### config.mk
export PLATFORM = sky130hd
export DESIGN_NAME = mvsm_front
export DESIGN_NICKNAME = d
export VERILOG_FILES = /design/src/rtl/core/mvsm_pkg.sv /design/src/rtl/core/mvsm_front.sv
export SDC_FILE = /design/constraint.sdc
export NUM_CORES = 1
export LEC_CHECK = 0
export ABC_CLOCK_PERIOD_IN_PS = 3950
export BUFFER_PORTS_ARGS = -buffer_cell sky130_fd_sc_hd__clkbuf_2
export CAP_MARGIN = 20
export CORE_ASPECT_RATIO = 2
export CORE_UTILIZATION = 35
export DETAILED_ROUTE_END_ITERATION = 10
export RECOVER_POWER = 25
export SYNTH_ARGS = -nofsm -noshare
export SYNTH_HDL_FRONTEND = slang
export SYNTH_SLANG_ARGS = --single-unit
### constraint.sdc
create_clock -name clock -period 3.95 [get_ports clock]
set_input_delay 0.79 -clock clock [delete_from_list [all_inputs] [get_ports clock]]
set_output_delay 0.79 -clock clock [all_outputs]
set_load 0.01 [all_outputs]
### src/rtl/core/mvsm_pkg.sv
// mvsm_pkg: shared types and constants for the multi-voice sample mixer
// no dependencies; imported by every module of the mixer
`timescale 1ns / 1ps

package mvsm_pkg;

   localparam int SAMPLE_WORDS = 16384;
   localparam int SOUNDS       = 16;
   localparam int ADDR_W       = 14;
   localparam int LEN_W        = 15;
   localparam int SID_W        = 4;
   localparam int GAIN_W       = 16;
   localparam int SAMPLE_W     = 16;
   localparam int MASK_W       = 8;
   localparam int STATUS_W     = 2;

   localparam logic [GAIN_W-1:0] GAIN_UNITY = 16'h8000;

   localparam logic [STATUS_W-1:0] STATUS_DONE     = 2'd0;
   localparam logic [STATUS_W-1:0] STATUS_NO_VOICE = 2'd1;
   localparam logic [STATUS_W-1:0] STATUS_NO_SOUND = 2'd2;

   // command classes after decode
   typedef enum logic [2:0] {
      FUNC_WRITE    = 3'd0,
      FUNC_DEFINE   = 3'd1,
      FUNC_PLAY     = 3'd2,
      FUNC_STOP     = 3'd3,
      FUNC_STOP_ALL = 3'd4,
      FUNC_TICK     = 3'd5,
      FUNC_NOP      = 3'd6
   } func_type;

   typedef struct packed {
      func_type                    func;
      logic [ADDR_W-1:0]           address;
      logic signed [SAMPLE_W-1:0]  left_sample;
      logic signed [SAMPLE_W-1:0]  right_sample;
      logic [SID_W-1:0]            sound_id;
      logic [LEN_W-1:0]            frame_count;
      logic                        repeat_req;
      logic [GAIN_W-1:0]           gain;
   } cmd_type;

endpackage

### src/rtl/core/mvsm_front.sv
// mvsm_front: decodes incoming commands and holds them in a two-entry queue
// depends on mvsm_pkg
`timescale 1ns / 1ps

module mvsm_front
   import mvsm_pkg::*;
(
   input  logic                       clock,
   input  logic                       reset,
   input  logic                       push,
   output logic                       full,
   input  logic [2:0]                 req_func,
   input  logic [ADDR_W-1:0]          req_address,
   input  logic signed [SAMPLE_W-1:0] req_left_sample,
   input  logic signed [SAMPLE_W-1:0] req_right_sample,
   input  logic [SID_W-1:0]           req_sound_id,
   input  logic [LEN_W-1:0]           req_frame_count,
   input  logic                       req_repeat_req,
   input  logic [GAIN_W-1:0]          req_volume,
   output logic                       cmd_valid,
   output cmd_type                    cmd,
   input  logic                       cmd_pop
);

   cmd_type    entry_ff [2];
   logic       wr_ptr_ff, wr_ptr_in;
   logic       rd_ptr_ff, rd_ptr_in;
   logic [1:0] count_ff, count_in;
   cmd_type    dec;
   logic       push_ok;

   // classify the command and clamp the gain
   always_comb begin
      dec              = '0;
      dec.address      = req_address;
      dec.left_sample  = req_left_sample;
      dec.right_sample = req_right_sample;
      dec.sound_id     = req_sound_id;
      dec.frame_count  = req_frame_count;
      dec.repeat_req   = req_repeat_req;
      dec.gain         = (req_volume > GAIN_UNITY) ? GAIN_UNITY : req_volume;
      case (req_func)
         3'd0: dec.func = FUNC_WRITE;
         3'd1: dec.func = FUNC_DEFINE;
         3'd2: dec.func = FUNC_PLAY;
         3'd3: dec.func = FUNC_STOP;
         3'd4: dec.func = FUNC_STOP_ALL;
         3'd5: dec.func = FUNC_TICK;
         default: dec.func = FUNC_NOP;
      endcase
   end

   assign full      = (count_ff == 2'd2);
   assign push_ok   = push && !full;
   assign cmd_valid = (count_ff != 2'd0);
   assign cmd       = entry_ff[rd_ptr_ff];

   // queue pointers
   always_comb begin
      wr_ptr_in = push_ok ? ~wr_ptr_ff : wr_ptr_ff;
      rd_ptr_in = cmd_pop ? ~rd_ptr_ff : rd_ptr_ff;
      count_in  = count_ff + {1'b0, push_ok} - {1'b0, cmd_pop};
   end

   always_ff @(posedge clock) begin
      if (reset) begin
         wr_ptr_ff <= 1'b0;
         rd_ptr_ff <= 1'b0;
         count_ff  <= 2'd0;
      end else begin
         wr_ptr_ff <= wr_ptr_in;
         rd_ptr_ff <= rd_ptr_in;
         count_ff  <= count_in;
      end
   end

   // queue storage
   always_ff @(posedge clock) begin
      if (push_ok) begin
         entry_ff[wr_ptr_ff] <= dec;
      end
   end

endmodule

# Word-level counts from Yosys, hierarchy flattened
# Memories as Yosys holds them, arrays and structs flattened. A register that Yosys moved wholly into a read port is not among the register bits.
# Index checks and enable logic that the tools add are counted.
[totals]
regBits = 4
mem_bits_rw = 170
inputBits = 89
output_inout_bits = 87
word_cells = 25
mem_count = 1
[classes]
addsub = 2
n_lt_le_gt_ge = 1
n_eq_ne = 6
mux = 6
n_bitwise = 2
n_reduce_logical = 4
[mem_list]
columns = ["name", "words", "width", "read_ports", "rd_clocked_by_memory_dff", "wr", "line_no", "rtl"]
rows = [
  ["entry_ff", 2, 85, 1, 1, 1, "mvsm_front.sv:25", "cmd_type entry_ff [2];"],
]
[ops]
columns = ["cell", "count"]
rows = [
  ["$pmux 3 s6", 1],
  ["$gt 16x16->1 const B", 1],
  ["$mux 16", 1],
  ["$eq 3x2->1 const B", 2],
  ["$eq 3x3->1 const B", 2],
  ["$mux 1", 4],
  ["$eq 3x1->1 const B", 1],
  ["$logic_not 3->1", 1],
  ["$add 2x1->2", 1],
  ["$eq 2x2->1 const B", 1],
  ["$not 1->1", 2],
  ["$reduce_bool 2->1", 1],
  ["$sub 2x1->2", 1],
  ["$logic_and 1x1->1", 1],
  ["$logic_not 1->1", 1],
]

# Logic depth before layout (Yosys ltp)
[logic_depth]
depth_word = 5
ltp_mapped = 8

# Worst setup path after synthesis
# OpenSTA, ideal clock, no wires.
[synth_timing]
kind = "input to register"
startpoint = "in push"
endpoint = "mem entry_ff[0][0] in the netlist's numbering, enable pin"
t_arrival_ns = 2.839
slack_ns = 0.672
cell_stages = 3
cell_sequence = "inv_1 -> or3_1 -> inv_1"
[synth_between]
elab_chain_cells = 3
[synth_rtl]
columns = ["element", "line_no", "rtl"]
rows = [
  ["from (decl)", "mvsm_front.sv:10", "input logic push,"],
  ["$logic_and 1x1->1", "mvsm_front.sv:54", "assign push_ok = push && !full;"],
  ["$mux 1", "mvsm_front.sv:79", "if (push_ok) begin"],
  ["$mux 1 (not written as such)", "mvsm_front.sv:80", "entry_ff[wr_ptr_ff] <= dec;"],
  ["to (decl)", "mvsm_front.sv:25", ""],
]
# No other way between the ends.

==> impl_metrics.yaml <==
placed_design:
  place_congestion: 0.748
  port_buffers: 175
  pre_cts_slack_ns: 1.39
  dpl.cell_count: 690
  hpwlAfterDp_mm: 8.57
setup_path:
  critPathMaxFanout: 52
  rrSetupSlack_ns: 1.84
  slowest_stage: "dfxtp_4"
  critical-path-max-stage-delay_ns: 0.66
  cp.arrival_ns: 1.95
  crit_family: "flip-flops"
  path_class: "flip-flop to primary output"
  worstPathBufferInverterCount: 2
  cp_num_cells: 3
  setup.worst_path.end: "cmd[21]"
  worstSetupEndpointType: "primary output"
  reg2regPathDepth: 5
  cp.required_ns: 3.16
  start_kind: "flip-flop"
  rr_startpoint: "count_ff[0]"
  reg2reg_to: "entry_ff[0][77]"
  path_cells: "buf_16 > mux2_2 > clkbuf_2"
cells_and_area:
  layout-drive-gt1-share: 0.420
  final_cells: 724
  finalCoreUtilization: 0.448
  finalNetCount: 585
  n_fill_cell: 1679
  area_growth_pct: 25.8
pwr:
  powerDensity_nw_per_um2: 585
  leakage_nw: 3.01
  vdd_drop_max_mv: 0.308
clock_network:
  worstSkewPairLatency_ns: 0.42
  htreeDepth: 4
  cts_sinks: 175
  post_cts_resize_count: 0
  postCtsSetupRepairBufs: 0
  cts_buffer_depth: 2
  cts_root_buf: "clkbuf_16"
  path_clk_slew_ns: 0.07
  cts_tree: "done"
  cts_hold_buf: 0
  numCtsBuffers: 17
yosys:
  synth-async-reset-ratio: 0
  yosys.area.top_type: "edfxtp_1"
  syn-cell-area_um2: 6480
  synth-warning-count: 0
  ys_types: 22
  synth-edff-count: 170
  yosysMostFrequentCell: "edfxtp_1"
  syn_inst: 309
  synth-main-ff-cell: "edfxtp_1"
  synth-seq-cells: 175
  ys_seq_area_frac: 0.803
  synth_area_leaders: "edfxtp_1 (79%), mux2_1 (8.7%), mux2_2 (6.1%)"
  synthesis.nets: 400
  syn_avg_cell_area_um2: 21.0
  synth_commonest_cells: "edfxtp_1 (170), mux2_1 (50), mux2_2 (35), nor2b_1 (16)"
  synth_top_area_frac: 0.787
route:
  avgRoutedWirePerCell_um: 17.3
  vias: 3401
  firstDrtPassIters: 9
  vias_per_cell: 4.70
  drc_errors: 14
  ant_nets: 0
  drt-initial-drc-count: 122
  wl_mm: 12.5
floorplanning:
  core-area_um2: 18200
  placementRows: 70
  initial_core_util: 0.356
  die_w_um: 98.2
  dieHeight_um: 194
  die_area_um2: 19100
  io_pins: 176
timing:
  min_period_ns: 2.74
  report.final.slew_viol_count: 0
  tightest_slew_ns: 0.782
  hold_viol_final: 0
  relSlewSlack: 0.479
  final.period_utilization: 0.694
  grt_setup_unrepaired: "false"
  skew_ns: 0.00907
  tns_ns: 0
  setup_ws_ns: 1.21
  fmaxAchievable_ghz: 0.365
  setup_violations: 0
status:
  outcome: "finished with violations"
  violations: "DRC"
flow_run:
  drv_cap: 0
grt:
  gr-total-overflow: 0
  grt_util_all_layers: 0.137
  grt_max_degree: 86
  antenna_found_initial: 0
  grt_pass1_vias: 3688
  grt_pass1_wl_mm: 19.2
min_path:
  holdCritPathClass: "flip-flop to flip-flop"
metal layers:
layer	vias to the layer above	part of all wire	track usage
li1	1571	-	-
met1	1689	0.33	0.124
met2	111	0.58	0.255
met3	30	0.049	0.0385
met4	0	0.046	0.0984
met5	-	0	0
worst reg2reg max path: cells and delay by family (launching register included):
family / cells / cell delay [ns]
AND/OR/NAND/NOR: 2 / 0.49
buffers and inverters: 3 / 0.88
flip-flops: 1 / 0.35
area by class of cell:
cell class,instances,area (um^2),share of cell area
clock inverter,14,155,0.0190
clock buffer,18,439,0.0538
timing repair buffer,179,891,0.109
tap,216,270,0.0331
sequential,175,5210,0.639
antenna,1,2.50,0.000307
multi-input combinational,117,1170,0.144
inverter,4,16.3,0.00199
cells by family (layout without fill, tap and decap cells):
kind of cell / after synthesis / after routing / synth area share
flip-flops: 175 / 175 / 0.803
multiplexers: 85 / 85 / 0.148
AND/OR/NAND/NOR: 24 / 24 / 0.0220
buffers and inverters: 17 / 215 / 0.0168
AO/OA/AOI/OAI: 3 / 3 / 0.00270
XOR/XNOR: 3 / 3 / 0.00405
adder cells (fa/ha/maj): 2 / 2 / 0.00386
other: 0 / 1 / 0
how the worst min path moves through the flow:
stage / slack (ns) / cells past startpoint / endpoint / startpoint
detailed placement: 0.50 / 2 / wr_ptr_ff / wr_ptr_ff
global placement: 0.49 / 2 / wr_ptr_ff / wr_ptr_ff
global route: 0.53 / 1 / entry_ff[1][17] / req_frame_count[0]
floorplan: 0.45 / 2 / wr_ptr_ff / wr_ptr_ff
CTS: 0.51 / 2 / wr_ptr_ff / wr_ptr_ff
finish: 0.50 / 2 / wr_ptr_ff / wr_ptr_ff
placed cells by master (no fill, tap or decap), drive strengths merged:
cell type / instances
xor2: 1
clkinv: 5
ha: 2
diode: 1
or3: 1
and3: 1
edfxtp: 170
clkbuf: 193
or2: 1
a21boi: 1
nor2b: 16
a21oi: 1
nand2: 1
xnor2: 2
nand2b: 1
mux2: 85
clkinvlp: 2
o21ai: 1
dfxtp: 5
inv: 9
buf: 4
nor2: 3
bufinv: 2
power by group:
part,switching (mW),internal (mW)
clock,0.695,0.960
combinational,0.418,0.298
sequential,0.0702,2.33
sequential cells by signal, indices dropped and copies added, names as in the netlist, named ones only:
name       flops
entry_ff     170
count_ff       2
rd_ptr_ff      1
wr_ptr_ff      1
per-stage QoR:
step	hold slack (ns)	power (mW)	instance area, um^2
6_report	0.503	4.77	8160
5_1_grt	0.527	4.98	8150
4_1_cts	0.505	4.85	8170
3_5_place_dp	0.495	3.18	7580
3_3_place_gp	0.492	3.16	7580
2_1_floorplan	0.452	2.85	6480
(Power assumes the default switching activity.)
